File: config.mk
export PLATFORM = sky130hd
export DESIGN_NAME = lidar_packet_deframer_top
export DESIGN_NICKNAME = d
export VERILOG_FILES = /design/src/hdl/lpd_pkg.sv /design/src/hdl/lpd_point_store.sv /design/src/hdl/lidar_packet_deframer_top.sv
export SDC_FILE = /design/constraint.sdc
export NUM_CORES = 1
export LEC_CHECK = 0
export BUFFER_PORTS_ARGS = -buffer_cell sky130_fd_sc_hd__buf_2
export CAP_MARGIN = 30
export CORE_ASPECT_RATIO = 2
export CORE_UTILIZATION = 37
export CTS_CLUSTER_DIAMETER = 60
export DETAILED_ROUTE_END_ITERATION = 12
export PLACE_DENSITY = 0.54
export SLEW_MARGIN = 0
export SYNTH_ARGS = -nofsm -noshare
export SYNTH_HDL_FRONTEND = slang
export SYNTH_HIERARCHICAL = 1
export SYNTH_SLANG_ARGS = --single-unit
File: constraint.sdc
create_clock -name clk -period 8.46 [get_ports clk]
set_clock_uncertainty 0.05 [all_clocks]
set_input_delay 0.423 -clock clk [delete_from_list [all_inputs] [get_ports clk]]
set_output_delay 0.423 -clock clk [all_outputs]
set_load 0.05 [all_outputs]
File: src/hdl/lpd_pkg.sv
// shared types and constants for the lidar packet deframer
// used by lpd_point_store and lidar_packet_deframer_top; no dependencies
`default_nettype none

package lpd_pkg;

  // packet framing
  localparam logic [7:0] PACKET_BYTES      = 8'd34;
  localparam logic [2:0] POINTS_PER_PACKET = 3'd4;
  localparam logic [7:0] SEQ_POS           = 8'd4;
  localparam logic [3:0] POINT_ROW_TAG     = 4'd1;   // byte positions 16 to 31

  // register reset values
  localparam logic [7:0] SYNC_FIRST_RST  = 8'hE7;
  localparam logic [7:0] SYNC_SECOND_RST = 8'h7E;
  localparam logic [7:0] ANGLE_BASE_RST  = 8'd160;

  // register map
  localparam int unsigned PADDR_W = 4;
  localparam int unsigned PDATA_W = 32;

  typedef enum logic [1:0] {
    REG_SYNC_FIRST  = 2'd0,
    REG_SYNC_SECOND = 2'd1,
    REG_ANGLE_BASE  = 2'd2
  } reg_idx_t;

  typedef enum logic [1:0] {
    PH_HUNT  = 2'd0,
    PH_SYNC1 = 2'd1,
    PH_SYNC2 = 2'd2,
    PH_DATA  = 2'd3
  } phase_t;

  // point status codes
  localparam logic [1:0] ST_VALID   = 2'd0;
  localparam logic [1:0] ST_INVALID = 2'd1;
  localparam logic [1:0] ST_WEAK    = 2'd2;

  // write of one point byte into the store
  typedef struct packed {
    logic       we;
    logic [1:0] row;
    logic [1:0] lane;
    logic [7:0] data;
  } pt_wr_t;

  // start of point emission for a finished packet
  typedef struct packed {
    logic       start;
    logic [6:0] code;
    logic       scan;
  } emit_start_t;

endpackage

`default_nettype wire

File: src/hdl/lpd_point_store.sv
// point byte memory (4 rows of 32 bits, byte lanes) and the point read-out sequencer
// depends on lpd_pkg
`default_nettype none

module lpd_point_store (
  input  wire logic                 clk,
  input  wire logic                 rst_n,
  input  wire lpd_pkg::pt_wr_t      wr,
  input  wire lpd_pkg::emit_start_t emit,
  output logic                      busy,
  output logic                      out_valid,
  input  wire logic                 out_ready,
  output logic [1:0]                out_point_status,
  output logic [13:0]               out_distance_mm,
  output logic [15:0]               out_intensity,
  output logic [6:0]                out_angle_code,
  output logic [1:0]                out_point_index,
  output logic                      out_scan_start,
  output logic                      out_last_point
);

  logic [31:0] mem_r [4];

  logic [2:0]  remain_r, remain_nxt;
  logic [1:0]  idx_r, idx_nxt;
  logic        inflight_r;
  logic [31:0] rd_data_r;
  logic [1:0]  rd_idx_r;
  logic [6:0]  code_r;
  logic        scan_r;
  logic        out_valid_r, out_valid_nxt;

  logic        issue;
  logic [7:0]  b0, b1, b2, b3;

  assign busy  = (remain_r != 3'd0);
  assign issue = busy && !inflight_r && (!out_valid_r || out_ready);

  // byte lane write, and a row read when a point is issued; no new row is read while the last one is in flight
  always_ff @(posedge clk) begin
    if (wr.we) begin
      mem_r[wr.row][8*wr.lane +: 8] <= wr.data;
    end
    if (issue) begin
      rd_data_r <= mem_r[idx_r];
      rd_idx_r  <= idx_r;
    end
    if (emit.start) begin
      code_r <= emit.code;
      scan_r <= emit.scan;
    end
  end

  always_comb begin
    remain_nxt = remain_r;
    idx_nxt    = idx_r;
    if (emit.start) begin
      remain_nxt = lpd_pkg::POINTS_PER_PACKET;
      idx_nxt    = 2'd0;
    end else if (issue) begin
      remain_nxt = remain_r - 3'd1;
      idx_nxt    = idx_r + 2'd1;
    end
    out_valid_nxt = out_valid_r;
    if (inflight_r) begin
      out_valid_nxt = 1'b1;
    end else if (out_ready) begin
      out_valid_nxt = 1'b0;
    end
  end

  always_ff @(posedge clk) begin
    if (!rst_n) begin
      remain_r    <= 3'd0;
      idx_r       <= 2'd0;
      inflight_r  <= 1'b0;
      out_valid_r <= 1'b0;
    end else begin
      remain_r    <= remain_nxt;
      idx_r       <= idx_nxt;
      inflight_r  <= issue;
      out_valid_r <= out_valid_nxt;
    end
  end

  assign b0 = rd_data_r[7:0];
  assign b1 = rd_data_r[15:8];
  assign b2 = rd_data_r[23:16];
  assign b3 = rd_data_r[31:24];

  // result register, loaded the cycle after the row read
  always_ff @(posedge clk) begin
    if (inflight_r) begin
      priority if (b1[7]) begin
        out_point_status <= lpd_pkg::ST_INVALID;
        out_distance_mm  <= 14'd0;
      end else if (b1[6]) begin
        out_point_status <= lpd_pkg::ST_WEAK;
        out_distance_mm  <= 14'd0;
      end else begin
        out_point_status <= lpd_pkg::ST_VALID;
        out_distance_mm  <= {b1[5:0], b0};
      end
      out_intensity   <= {b3, b2};
      out_angle_code  <= code_r;
      out_point_index <= rd_idx_r;
      out_scan_start  <= scan_r;
      out_last_point  <= ({1'b0, rd_idx_r} == (lpd_pkg::POINTS_PER_PACKET - 3'd1));
    end
  end

  assign out_valid = out_valid_r;

endmodule

`default_nettype wire

File: src/hdl/lidar_packet_deframer_top.sv
// lidar packet deframer top level: byte framing, sequence capture and registers
// depends on lpd_pkg and lpd_point_store
`default_nettype none

// channel   direction  handshake          payload
// in_       input      in_valid/in_ready  in_rx_byte
// out_      output     out_valid/ready    status, distance, intensity, angle, index, flags
// cfg       apb write  psel/penable/...   sync_first, sync_second, angle_base at 0, 4, 8
//
// one byte is taken each cycle while in_ready is high; framing state updates in that cycle
// a packet that qualifies yields its points one at a time: a point memory row is read,
// then the result register loaded; no new row is read while one is in flight or out stalls
// a point byte of the next packet waits (in_ready low) while points are still read out
// rst_n is synchronous; no clearing pass, the point memory is written before it is read

module lidar_packet_deframer_top (
  input  wire logic                         clk,
  input  wire logic                         rst_n,
  input  wire logic                         in_valid,
  output logic                              in_ready,
  input  wire logic [7:0]                   in_rx_byte,
  output logic                              out_valid,
  input  wire logic                         out_ready,
  output logic [1:0]                        out_point_status,
  output logic [13:0]                       out_distance_mm,
  output logic [15:0]                       out_intensity,
  output logic [6:0]                        out_angle_code,
  output logic [1:0]                        out_point_index,
  output logic                              out_scan_start,
  output logic                              out_last_point,
  input  wire logic                         psel,
  input  wire logic                         penable,
  input  wire logic                         pwrite,
  input  wire logic [lpd_pkg::PADDR_W-1:0]  paddr,
  input  wire logic [lpd_pkg::PDATA_W-1:0]  pwdata,
  output logic [lpd_pkg::PDATA_W-1:0]       prdata,
  output logic                              pready
);

  logic [7:0] sync_first_r, sync_second_r, angle_base_r;

  lpd_pkg::phase_t phase_r, phase_nxt;
  logic [7:0]      count_r, count_nxt;
  logic [7:0]      exp_len_r, exp_len_nxt;
  logic [7:0]      seq_r;

  logic                 accept;
  logic                 busy;
  logic                 pt_pos;
  logic [7:0]           count_inc;
  logic [7:0]           seq_eff;
  logic [7:0]           diff;
  lpd_pkg::pt_wr_t      wr;
  lpd_pkg::emit_start_t emit;
  lpd_pkg::reg_idx_t    cfg_idx;
  logic                 cfg_wr;

  // configuration port
  assign pready  = 1'b1;
  assign cfg_idx = lpd_pkg::reg_idx_t'(paddr[3:2]);
  assign cfg_wr  = psel && penable && pwrite;

  always_ff @(posedge clk) begin
    if (!rst_n) begin
      sync_first_r  <= lpd_pkg::SYNC_FIRST_RST;
      sync_second_r <= lpd_pkg::SYNC_SECOND_RST;
      angle_base_r  <= lpd_pkg::ANGLE_BASE_RST;
    end else if (cfg_wr) begin
      unique case (cfg_idx)
        lpd_pkg::REG_SYNC_FIRST:  sync_first_r  <= pwdata[7:0];
        lpd_pkg::REG_SYNC_SECOND: sync_second_r <= pwdata[7:0];
        lpd_pkg::REG_ANGLE_BASE:  angle_base_r  <= pwdata[7:0];
        default: ;
      endcase
    end
  end

  always_comb begin
    unique case (cfg_idx)
      lpd_pkg::REG_SYNC_FIRST:  prdata = {24'd0, sync_first_r};
      lpd_pkg::REG_SYNC_SECOND: prdata = {24'd0, sync_second_r};
      lpd_pkg::REG_ANGLE_BASE:  prdata = {24'd0, angle_base_r};
      default:                  prdata = '0;
    endcase
  end

  // framing
  assign pt_pos    = (phase_r == lpd_pkg::PH_DATA) && (count_r[7:4] == lpd_pkg::POINT_ROW_TAG);
  assign in_ready  = !(pt_pos && busy);
  assign accept    = in_valid && in_ready;
  assign count_inc = count_r + 8'd1;
  assign seq_eff   = (count_r == lpd_pkg::SEQ_POS) ? in_rx_byte : seq_r;
  assign diff      = seq_eff - angle_base_r;

  always_comb begin
    phase_nxt   = phase_r;
    count_nxt   = count_r;
    exp_len_nxt = exp_len_r;
    wr.we       = 1'b0;
    wr.row      = count_r[3:2];
    wr.lane     = count_r[1:0];
    wr.data     = in_rx_byte;
    emit.start  = 1'b0;
    emit.code   = diff[7] ? 7'd127 : diff[6:0];
    emit.scan   = (diff == 8'd0);
    if (accept) begin
      unique case (phase_r)
        lpd_pkg::PH_HUNT: begin
          if (in_rx_byte == sync_first_r) begin
            phase_nxt = lpd_pkg::PH_SYNC1;
            count_nxt = 8'd1;
          end
        end
        lpd_pkg::PH_SYNC1: begin
          if (in_rx_byte == sync_second_r) begin
            phase_nxt = lpd_pkg::PH_SYNC2;
            count_nxt = count_inc;
          end else begin
            phase_nxt = lpd_pkg::PH_HUNT;
          end
        end
        lpd_pkg::PH_SYNC2: begin
          exp_len_nxt = in_rx_byte;
          phase_nxt   = lpd_pkg::PH_DATA;
          count_nxt   = count_inc;
        end
        lpd_pkg::PH_DATA: begin
          wr.we     = pt_pos;
          count_nxt = count_inc;
          if (count_inc >= exp_len_r) begin
            phase_nxt = lpd_pkg::PH_HUNT;
            // only a full-length packet with sequence at or above the base gives points
            emit.start = (count_inc == lpd_pkg::PACKET_BYTES) && (seq_eff >= angle_base_r);
          end
        end
      endcase
    end
  end

  always_ff @(posedge clk) begin
    if (!rst_n) begin
      phase_r   <= lpd_pkg::PH_HUNT;
      count_r   <= 8'd0;
      exp_len_r <= 8'd0;
    end else begin
      phase_r   <= phase_nxt;
      count_r   <= count_nxt;
      exp_len_r <= exp_len_nxt;
    end
  end

  always_ff @(posedge clk) begin
    if (accept && (phase_r == lpd_pkg::PH_DATA) && (count_r == lpd_pkg::SEQ_POS)) begin
      seq_r <= in_rx_byte;
    end
  end

  lpd_point_store u_store (
    .clk              (clk),
    .rst_n            (rst_n),
    .wr               (wr),
    .emit             (emit),
    .busy             (busy),
    .out_valid        (out_valid),
    .out_ready        (out_ready),
    .out_point_status (out_point_status),
    .out_distance_mm  (out_distance_mm),
    .out_intensity    (out_intensity),
    .out_angle_code   (out_angle_code),
    .out_point_index  (out_point_index),
    .out_scan_start   (out_scan_start),
    .out_last_point   (out_last_point)
  );

endmodule

`default_nettype wire
# Yosys cells after proc, flatten, opt, wreduce, memory -nomap -nowiden
# Memories as Yosys holds them, arrays and structs flattened. A register that Yosys moved wholly into a read port is not among the register bits.
# Cells that the tools add are included.
# op_classes
n_addsub,5
n_lt_le_gt_ge,2
eq_ne,14
shifts,2
muxes,21
bitwise,1
n_reduce_logical,29
# ops
operator,count
$pmux W8 S3,2
$neg A5 Y34,1
$shift A8 B34 Y32 const A,1
$shiftx A8 B34 Y32,1
$mux W32,1
$mux W8,3
$eq A8 B8 Y1,2
$ge A8 B8 Y1,2
$logic_and A1 B1 Y1,10
$add A8 B1 Y8 const B,1
$eq A2 B2 Y1 const B,4
$eq A8 B3 Y1 const B,1
$eq A8 B6 Y1 const B,1
$logic_not A8 Y1,1
$mux W1,8
$mux W2,4
$pmux W2 S4,1
$reduce_and A2 Y1,4
$sub A8 B8 Y8,1
$mux W3,2
$reduce_and A3 Y1,2
$reduce_or A2 Y1,3
$eq A2 B1 Y1 const B,2
$eq A4 B1 Y1 const B,1
10 further kinds,15
# totals
regBits,110
ram_bits,128
in_bits,51
output_inout_bits,78
word_cells,97
mem_count,1
# memory_table
memory,depth,word_bits,read_ports,rd_ports_with_merged_regs,write_ports,line_no,source
u_store.mem_r,4,32,1,1,1,lpd_point_store.sv:22,logic [31:0] mem_r [4];

# Longest topological paths before layout
# Gate-level depths: netlist (run 1).
# logic_depth
depth_word,8
ltp_mapped,15
ltp_nobuf,15

# Modules after synthesis
# The synthesis (run 1) kept the hierarchy.
# modules_own_cells
mod,instances,cells_each,area_per_inst_um2,seq_area_each_um2
lpd_point_store,1,377,8089.0,6536.3
lidar_packet_deframer_top,1,383,3234.4,1081.0

# Worst setup path before layout (run 1)
# OpenSTA, ideal clock, no wires.
# synth_path
path_kind,register to register
from,reg count_r[5]
to,reg u_store.idx_r[1]
setup_ps,117
t_arrival_ps,4002
t_required_ps,8293
path_slack_ps,4291
stages_incl_launch_ff,16
path_buffers,1
period_less_slack_ps,4169
path_cell_list,dfxtp_1 buf_6 nor3_1 nand4_1 mux2i_1 ha_1 fa_1 nor2b_1 o21ai_1 a21boi_0 o21a_1 nor3_1 nor4b_1 nand2b_1 a311oi_1 a31o_1
# synth_lines
item,line_no,source
from (decl),lidar_packet_deframer_top.sv:43,"logic [7:0] count_r, count_nxt;"
from (signal assigned),lidar_packet_deframer_top.sv:147,count_r <= count_nxt;
to (signal assigned),lpd_point_store.sv:80,idx_r <= idx_nxt;
to (decl),lpd_point_store.sv:25,"logic [1:0] idx_r, idx_nxt;"

==> results.md, run 1 <==
- Status: completed
- Core ar.: 0.0302 sq mm
- Routed WL: around 23,000 um
- Non-filler cells in the finished layout: 1,231
- Critical path, cell by cell: inv_1 > ha_1 > nand4_1 > mux2i_1 > ha_1 > fa_1 > nor2b_1 > o21ai_1 > a21boi_0 > o21a_1 > nor3_1 > nor4b_2 > buf_4 > nand2b_1 > nor2_1 > a31o_1
- Fmax: 0.243 GHz
- Yosys warning total: 6
- Inserted Clock Buffers: 25
- Register area: 0.00762 sq mm
- Die area: around 0.031 sq mm
- Global route overflow: 0
- Pwr Total: around 3.6 mW
- DRT antenna net count: 0
- Site Rows: 90
- Area Overhead vs Synth: 13.0%
- Worst hold endpoint: sync_first_r[1]
- Pleak: 4.80 nW
- Largest delay share family, worst path: simple AND/OR/NAND/NOR gates
- CP Max Fanout: 11
- Die W: between 100 and 150 um
- RD Place Congestion: 0.826
- Vias in the first global route: around 6.4k
- Crit path capture type: flip-flop
- Max VDD drop: 0.156 mV
- Synth unique cells: 62
- Unrepaired setup endpoints after global routing: no
- Sequential cell area fraction in the yosys report: 67.3%
- CTS max path bufs: 3
- RR Startpoint: count_r[0]
- # H-tree levels: 1
- Final Setup Violations: 0
- Power per cell area: 280 mW/mm^2
- WL per Instance: between 15 and 20 um
- Worst path required time: ~8.8 ns
- CP Launch Type: flip-flop
- Worst skew pair latency: 0.52 ns
- Cell mode on critical path: ha_1
- Syn_area_per_cell: 14.9 sq um
- IO Port Bufs: 77
- Commonest non-fill, non-tap cell in the layout: edfxtp_1
- Worst hold stages: 3
- Antenna violations before repair: 0
- Final Hold Viols: 0
- Post-CTS resize count: 0
- Post-synthesis cell count: 760
- Flop-to-flop setup slack: 4.34 ns
- Buf/Inv on CP: 2
- FF-to-FF path depth: 16
- Via/cell ratio: 4.97
- Worst Max-Slew Pin Slew: 0.996 ns
- Slowest stage delay, CP: 0.56 ns
- Filler cell count: 2,770
- Critical path's slowest cell: dfxtp_1
- Period utilisation layout: between 40 and 50%
- Hold Path Class: in2reg
- Drt drc: 0
- GR Util All Layers: 15.0%
- Clk sinks: 270
- # Post-CTS Setup Buffers: 0
- Layout cells sized above 1: 19.9%
- Clk root buf: clkbuf_16
- I/O Pins: 129
- Max-Cap Viols: 0
- Post-route minimum period: 4.12 ns
- Initial Utilization: 37.5%
- Crit Path Category: reg2reg
- Footprint of the multi-input gates: between 0.003 and 0.004 sq mm
- Most used DFF post-synth: edfxtp_1
- Nets: 923
- First-pass GRT wire length: 35,600 um
- Hold_sp: pwdata[1]
- Reg2reg end: u_store/idx_r[1]
- Final TNS setup: 0 ns
- CTS tree: built
- #FFs+latches synth: 270
- Drt pass-1 iters: 5
- DR vias: about 6.1k
- Critical path arrival: 4.48 ns
- CTS clk-pin slew, worst paths: 0.07 ns
- Largest net degree at the start of global routing: 46
- Most frequent cells in the layout: edfxtp_1 (221), buf_2 (77), nand2_1 (66)
- Slew Limit Fails: 0
- Number of synthesized flops with an enable pin: 221
- Slew HR: between 30% and 40%
- DR iter-0 viols: 212
- Async set or reset register ratio after synthesis: 0%
- Cell Count Post-Placement: approximately 1.2k
- Mapped cell area: 0.0113 sq mm
- Die height: 249 um
- N_diodes: 0
- HPWL reported at the end of detailed placement: 16,100 um
- Hold buffers post-CTS: 0
layer usage:
metal / vias to the layer above / GRT usage, % / part of all wire [%]
met5: - / 0 / 0
met4: 0 / 7.32 / 4.2
met3: 43 / 1.78 / 2.8
met2: 136 / 30.5 / 58
met1: 3000 / 14.5 / 35
li1: 2942 / - / -
worst max path at each step:
stage	slack [ns]	startpoint	endpoint	cells past startpoint
after floorplan	4.29	count_r[5]	u_store/idx_r[1]	15
after global placement	4.26	count_r[0]	u_store/idx_r[1]	16
after detailed placement	4.27	count_r[0]	u_store/idx_r[1]	16
after CTS	4.23	count_r[0]	u_store/idx_r[1]	16
after global routing	4.00	count_r[0]	u_store/idx_r[1]	16
final	4.34	count_r[0]	u_store/idx_r[1]	16
synthesized netlist by cell type (all sizes together) (2+ instances only):
cell,instances,share of area (%)
edfxtp,221,59
nand2,66,2.2
a21boi,2,0.13
nand4b,2,0.15
and3b,3,0.23
dfxtp,49,8.7
or3,2,0.11
nand2b,12,0.66
nand4,10,0.61
nor4b,2,0.29
inv,28,0.93
clkbuf,10,0.33
xor2,5,0.39
a31oi,2,0.11
xnor2,21,1.6
o21ai,16,0.71
nor3b,3,0.24
nand3,31,1.4
nor3,11,0.53
and2,46,2.6
mux2i,17,1.5
mux4,32,6.5
conb,2,0.066
o211ai,2,0.13
mux2,7,0.70
o21a,4,0.27
buf,39,2.8
ha,26,2.9
nor2b,6,0.33
o31ai,2,0.13
and3,4,0.27
a21oi,18,0.80
a211oi,3,0.20
a22o,5,0.44
nor2,35,1.2
a21o,3,0.20
final cells by class:
class	count	share of cell area, %
multi-input combinational	436	26.2
timing repair buffer	84	3.42
clock buffer	32	5.25
clock inverter	13	1.10
inverter	28	0.822
sequential	270	59.6
tap	368	3.60
worst register-to-register path: cells and delay by family (launching register included):
kind            cells  cell delay [ns]
buf+inv             2             0.39
mux                 1             0.16
flops               1             0.56
simple gates        6             1.22
fa+ha+maj           3             0.92
compound gates      4             0.70
sequential cells by signal (all words and copies together), names as in the netlist, 3 cells and up, named ones only:
signal                   count
u_store/mem_r              128
sync_second_r                8
u_store/code_r               7
u_store/rd_data_r           32
u_store/out_intensity       16
sync_first_r                 8
u_store/out_angle_code       7
u_store/out_distance_mm     14
angle_base_r                 8
count_r                      8
u_store/remain_r             3
exp_len_r                    8
seq_r                        8
logic make-up (layout without fill, tap and decap cells):
group           count (synthesis)  in the layout  share of synthesized area [%]
compound gates                 66             66                           3.87
flops                         270            270                           67.3
mux                            56             56                           8.70
fa+ha+maj                      27             27                           3.05
buf+inv                        77            157                           4.01
simple gates                  236            236                           11.0
xor+xnor                       26             26                           2.01
other cells                     2             25                         0.0663
power by group:
group / switching, mW / total (mW) / internal [mW]
combinational: 0.538 / 0.728 / 0.190
clock: 0.471 / 1.12 / 0.652
sequential: 0.0546 / 1.73 / 1.68
stage by stage:
step           setup WS [ns]  hold WS, ns  instance area [sq um]  utilization (%)
2_1_floorplan           4.29        0.350                  11400                -
4_1_cts                 4.23        0.101                  12800             42.4
5_1_grt                 4.00        0.112                  12800             42.4
6_report                4.34        0.123                  12800             42.4
3_3_place_gp            4.26        0.355                  12000             39.7
3_5_place_dp            4.27        0.357                  12000             39.7
Note: power is estimated with default switching activity, not from simulation.
==> run 2, diff against run 1 <==
--- a/config.mk
+++ b/config.mk
@@ -11,7 +11,7 @@
 export CORE_UTILIZATION = 37
 export CTS_CLUSTER_DIAMETER = 60
 export DETAILED_ROUTE_END_ITERATION = 12
-export PLACE_DENSITY = 0.54
+export PLACE_DENSITY = 0.56
 export SLEW_MARGIN = 0
 export SYNTH_ARGS = -nofsm -noshare
 export SYNTH_HDL_FRONTEND = slang
==> constraint.sdc (replaced) <==
create_clock -name clk -period 3.7 [get_ports clk]
set_clock_uncertainty 0.05 [all_clocks]
set_input_delay 0.185 -clock clk [delete_from_list [all_inputs] [get_ports clk]]
set_output_delay 0.185 -clock clk [all_outputs]
set_load 0.05 [all_outputs]
==> results.md, run 2 (synthesis gave the netlist of run 1 again) <==
- Hold_sp: in_rx_byte[5]
- Hold Path Class: in2reg
- Worst path required time: 4.07 ns (-4.75 ns)
- Biggest register: u_store/mem_r
- Post-route minimum period: 3.36 ns (-0.760 ns)
- Slew HR: 36.9% (+3.8 points)
- HPWL reported at the end of detailed placement: 16,000 um (-1.0%)
- Cell mode on critical path: nor3_1
- Routed WL: 22,900 um (+0.28%)
- I/O Pins: 129 (unchanged)
- Largest net degree at the start of global routing: 47 (+2.2%)
- CTS max path bufs: 3 (unchanged)
- Status: completed
- DRT antenna net count: 0 (unchanged)
- Clk sinks: 270 (unchanged)
- Crit Path Category: reg2reg
- Max reg flops: 128 (unchanged)
- Max VDD drop: 0.317 mV (+100%)
- Site Rows: 90 (unchanged)
- DR iter-0 viols: 302 (+42%)
- Met3 Routed Length: 782 um (+20%)
- Filler cell count: 2,785 (+0.54%)
- Initial Utilization: 37.5% (unchanged)
- Final TNS setup: 0 ns (unchanged)
- Core ar.: 0.0302 sq mm (unchanged)
- Nets: 958 (+3.8%)
- Via/cell ratio: 4.97 (about the same)
- Fmax: 0.298 GHz (+23%)
- CP Launch Type: flip-flop
- Worst Max-Slew Pin Slew: 0.940 ns (-0.0563 ns)
- Die height: 249 um (unchanged)
- Power per cell area: 613 mW/mm^2 (+120%)
- Most frequent cells in the layout: edfxtp_1 (221), buf_2 (77), nand2_1 (66)
- Drt pass-1 iters: 6 (+1)
- DR vias: 6,291 (+2.8%)
- Final core utilization: 43.0% (+0.64 points)
- Setup crit start: count_r[6]
- GR Util All Layers: 15.1% (+0.020 points)
- Pleak: 4.93 nW (+2.8%)
- Drt drc: 0 (unchanged)
- Final Hold Viols: 0 (unchanged)
- CTS tree: built
- # H-tree levels: 1 (unchanged)
- Buf/Inv on CP: 1 (-1)
- First-pass GRT wire length: 35,800 um (+0.58%)
- Worst skew pair latency: 0.53 ns (about the same)
- Critical path arrival: 3.73 ns (-0.75 ns)
- Global route overflow: 0 (unchanged)
- Die area: 0.0313 sq mm (unchanged)
- Inserted Clock Buffers: 25 (unchanged)
- Final Setup Violations: 0 (unchanged)
- Unrepaired setup endpoints after global routing: no
- Largest regs: u_store/mem_r x128, u_store/rd_data_r x32, u_store/out_intensity x16
- RR Startpoint: count_r[6]
- CTS clk-pin slew, worst paths: 0.07 ns (about the same)
- Slew Limit Fails: 0 (unchanged)
- Area Overhead vs Synth: 14.7%
- Pwr Total: 7.96 mW (+120%)
- Commonest non-fill, non-tap cell in the layout: edfxtp_1
- Die W: 126 um (unchanged)
- Critical path's slowest cell: fa_1
- DRT met1 WL: 7950 um (about the same)
- Slowest stage delay, CP: 0.41 ns (-0.15 ns)
- Vias in the first global route: 6,491 (+1.4%)
- CP Max Fanout: 6 (-5)
- WP depth: 15 (-1)
- WL per Instance: 18.1 um (-2.5%)
- Worst hold stages: 1 (-2)
- Max-Cap Viols: 0 (unchanged)
- Clk root buf: clkbuf_16
- Antenna violations before repair: 1 (+1)
- Period utilisation layout: 90.7% (+42 points)
- FF-to-FF path depth: 15 (-1)
- Crit path capture type: flip-flop
- RD Place Congestion: 0.829 (+0.38%)
- Max Used Layer: met4
- N_diodes: 0 (unchanged)
- Largest delay share family, worst path: simple AND/OR/NAND/NOR gates
- IO Port Bufs: 77 (unchanged)
- Critical path, cell by cell: nor3_1 > nand4_1 > buf_4 > mux2i_1 > ha_1 > fa_1 > nor2b_1 > o21ai_1 > a21boi_0 > o21a_1 > nor3_1 > nor4b_2 > nand2b_1 > nor2_1 > a31o_1
- Layout cells sized above 1: 21.7% (+1.8 points)
- Met2 wire length: 13,100 um (-1.7%)
-- run 2: changes by cell type in the layout (fill, tap and decap cells not counted), sizes merged --
cell | previous run | this run
buf | 84 | 108
clkbuf | 32 | 33
clkinv | 9 | 10
inv | 28 | 30
bufinv | 3 | 0
dlygate4sd3 | 0 | 11
clkinvlp | 1 | 0
-- run 2: layer usage --
metal  vias up  global-route usage (%)
met2       153                    30.0
li1       2996                       -
met5         -                       0
met3        57                    1.84
met1      3085                    14.5
met4         0                    8.54
-- run 2: through the flow --
step / area (sq um) / worst slack, ns / hold WS (ns) / std cells
after floorplan: 11400 / 0.00212 / 0.234 / 783
after global placement: 12100 / 0.191 / 0.352 / 1208
after detailed placement: 12100 / 0.141 / 0.356 / 1208
after global routing: 13000 / 0.0825 / 0.0176 / 1266
final: 13000 / 0.342 / 0.0187 / 1266
after CTS: 13000 / 0.114 / 0.00219 / 1264
-- run 2: final timing paths --
check | endpoint | slack (ns)
worst max-delay path | u_store/idx_r[1] | 0.34
worst min-delay path | seq_r[5] | 0.02
worst max register to register | u_store/idx_r[1] | 0.34
worst min register to register | u_store/out_angle_code[5] | 0.37
-- run 2: where the power goes --
part           leakage (nW)  switching, mW  internal (mW)
sequential             2.65          0.158           3.84
combinational          1.92           1.19          0.440
clock                 0.359           1.08           1.25
total                  4.93           2.43           5.53
-- run 2: repair_timing --
item                                    CTS  global route
buffers inserted                          0             2
hold buffers                             11             0
resized for setup                         0             0
endpoints found under the setup margin    0             3
endpoints found under the hold margin    28             0
-- run 2: layout make-up --
type | instances | area (sq um) | area share (%)
sequential | 270 | 7620 | 58.7
inverter | 28 | 105 | 0.809
clock inverter | 12 | 63.8 | 0.491
clock buffer | 33 | 656 | 5.05
multi-input combinational | 436 | 3350 | 25.8
timing repair buffer | 119 | 728 | 5.61
tap | 368 | 460 | 3.55
==> run 3, diff against run 2 <==
--- a/config.mk
+++ b/config.mk
@@ -12,6 +12,7 @@
 export CTS_CLUSTER_DIAMETER = 60
 export DETAILED_ROUTE_END_ITERATION = 12
 export PLACE_DENSITY = 0.56
+export RECOVER_POWER = 100
 export SLEW_MARGIN = 0
 export SYNTH_ARGS = -nofsm -noshare
 export SYNTH_HDL_FRONTEND = slang
==> results.md, run 3 (synthesis gave the netlist of run 1 again) <==
- CTS max path bufs: 3 (unchanged)
- # H-tree levels: 1 (unchanged)
- Period utilisation layout: 91.6% (+0.90 points)
- Nets: 958 (unchanged)
- First-pass GRT wire length: 35,800 um (unchanged)
- Cell mode on critical path: nor3_1
- Status: completed
- GR Util All Layers: 15.1% (unchanged)
- Commonest non-fill, non-tap cell in the layout: edfxtp_1
- CP Max Fanout: 6 (unchanged)
- Final TNS setup: 0 ns (unchanged)
- Pleak: 4.64 nW (-5.8%)
- Non-filler cells in the finished layout: 1,266 (unchanged)
- Post-route minimum period: 3.39 ns (+0.0332 ns)
- Critical path, cell by cell: nor3_1 > nand4_1 > buf_4 > mux2i_1 > ha_1 > fa_1 > nor2b_1 > o21ai_1 > a21boi_0 > o21a_1 > nor3_1 > nor4b_2 > nand2b_1 > nor2_1 > a31o_1
- Clock network power share: 29.5% (+0.2 points)
- Internal Pwr Total: 5.47 mW (-1.1%)
- Area Overhead vs Synth: 13.2%
- N_diodes: 0 (unchanged)
- Worst Max-Slew Pin Slew: 1.16 ns (+0.221 ns)
- Slowest stage delay, CP: 0.41 ns (about the same)
- Max reg flops: 128 (unchanged)
- Switch share: 30.8% (+0.28 points)
- Power per cell area: 617 mW/mm^2 (+0.58%)
- Crit Path Category: reg2reg
- WL per Instance: 18.2 um (+0.27%)
- Most frequent cells in the layout: edfxtp_1 (221), clkbuf_1 (86), nand2_1 (66)
- CTS tree: built
- I/O Pins: 129 (unchanged)
- Final Hold Viols: 0 (unchanged)
- RD Place Congestion: 0.829 (unchanged)
- CP Launch Type: flip-flop
- HPWL reported at the end of detailed placement: 16,000 um (unchanged)
- Core ar.: 0.0302 sq mm (unchanged)
- Critical path's slowest cell: fa_1
- Unrepaired setup endpoints after global routing: no
- Inserted Clock Buffers: 25 (unchanged)
- DR iter-0 viols: 277 (-8.3%)
- Cell Count Post-Placement: 1,208 (unchanged)
- Layout cells sized above 1: 12.4% (-9.4 points)
- Fmax: 0.295 GHz (-0.98%)
- Slew Limit Fails: 0 (unchanged)
- Clk root buf: clkbuf_16
- IO Port Bufs: 77 (unchanged)
- Final Setup Violations: 0 (unchanged)
- Slew HR: 22.6% (-14 points)
- Biggest register: u_store/mem_r
- Clk sinks: 270 (unchanged)
- Site Rows: 90 (unchanged)
- Filler cell count: 2,830 (+1.6%)
- Antenna violations before repair: 1 (unchanged)
- Largest delay share family, worst path: simple AND/OR/NAND/NOR gates
- Via/cell ratio: 4.96 (-0.17%)
- Worst path required time: 4.07 ns (about the same)
- Max VDD drop: 0.316 mV (-0.41%)
- Buf/Inv on CP: 1 (unchanged)
- Largest net degree at the start of global routing: 47 (unchanged)
- Die height: 249 um (unchanged)
- Initial Utilization: 37.5% (unchanged)
- Sequential share of power: 50.7% (+0.5 points)
- Crit path capture type: flip-flop
- Die area: 0.0313 sq mm (unchanged)
- CTS clk-pin slew, worst paths: 0.07 ns (about the same)
- Die W: 126 um (unchanged)
- Vias in the first global route: 6,491 (unchanged)
- Critical path arrival: 3.76 ns (+0.03 ns)
- Final core utilization: 42.5% (-0.56 points)
- P_sw: 2.44 mW (+0.19%)
- Drt drc: 0 (unchanged)
- DR vias: 6,280 (-0.17%)
- Max-Cap Viols: 0 (unchanged)
- Global route overflow: 0 (unchanged)
- Hold Path Class: in2reg
- DRT antenna net count: 0 (unchanged)
- Drt pass-1 iters: 4 (-2)
- Largest regs: u_store/mem_r x128, u_store/rd_data_r x32, u_store/out_intensity x16
- Worst skew pair latency: 0.53 ns (about the same)
- Routed WL: 23,000 um (+0.27%)
- Comb power frac: 19.8% (-0.7 points)
-- run 3: cell types whose count changed in the layout (fill, tap and decap cells not counted), moves of 18 or more --
cell,before,now
buf_2,77,15
and2_0,0,40
buf_4,31,13
and2_1,45,5
clkbuf_1,8,86
-- run 3: metrics by stage --
stage	setup slack [ns]	total power, mW	cell area (sq um)	hold WS [ns]
final	0.309	7.91	12800	0.0195
after global routing	0.0431	8.23	12800	0.0243
after CTS	0.114	8.09	13000	0.00219
after detailed placement	0.141	5.74	12100	0.356
after global placement	0.191	5.72	12100	0.352
after floorplan	0.00212	5.38	11400	0.234
-- run 3: worst paths after layout --
check	startpoint	to	slack (ns)	depth (start not counted)
worst max-delay path	count_r[6]	u_store/idx_r[1]	0.31	15
worst min-delay path	rst_n	sync_first_r[2]	0.02	2
worst max register to register	count_r[6]	u_store/idx_r[1]	0.31	15
worst min register to register	u_store/code_r[5]	u_store/out_angle_code[5]	0.37	0
-- run 3: what timing repair did --
item,in CTS,in global routing
setup buffers,0,2
hold endpoints to repair,28,0
setup endpoints to repair,0,3
hold buffers,11,0
resized for setup,0,0
-- run 3: power groups by stage --
stage | Sequential (mW) | Combinational (mW) | Clock [mW]
final | 4.01 | 1.56 | 2.34
after global routing | 4.05 | 1.69 | 2.50
after CTS | 4.01 | 1.67 | 2.41
after detailed placement | 4.08 | 1.66 | 0
after global placement | 4.07 | 1.65 | 0
after floorplan | 4.62 | 0.764 | 0
-- run 3: worst register-to-register path, cell delays in order, from the launching register on --
cell and delay, ns:
dfxtp_1 0.37, nor3_1 0.25, nand4_1 0.12, buf_4 0.19, mux2i_1 0.12, ha_1 0.26, fa_1 0.41, nor2b_1 0.15
o21ai_1 0.08, a21boi_0 0.23, o21a_1 0.17, nor3_1 0.07, nor4b_2 0.27, nand2b_1 0.24, nor2_1 0.06, a31o_1 0.24
-- run 3: layout make-up --
class / instances / area [sq um] / share of cell area [%]
clock buffer: 33 / 656 / 5.12
clock inverter: 12 / 63.8 / 0.498
inverter: 28 / 105 / 0.820
multi-input combinational: 436 / 3330 / 26.0
sequential: 270 / 7620 / 59.4
tap: 368 / 460 / 3.59
timing repair buffer: 119 / 586 / 4.57
-- run 3: metal layers --
metal / track usage (%) / wire length, um / share of wire, %
met5: 0 / 0 / 0
met1: 14.5 / 8000 / 35
met3: 1.84 / 813 / 3.5
met4: 8.54 / 1110 / 4.8
met2: 30.0 / 13100 / 57
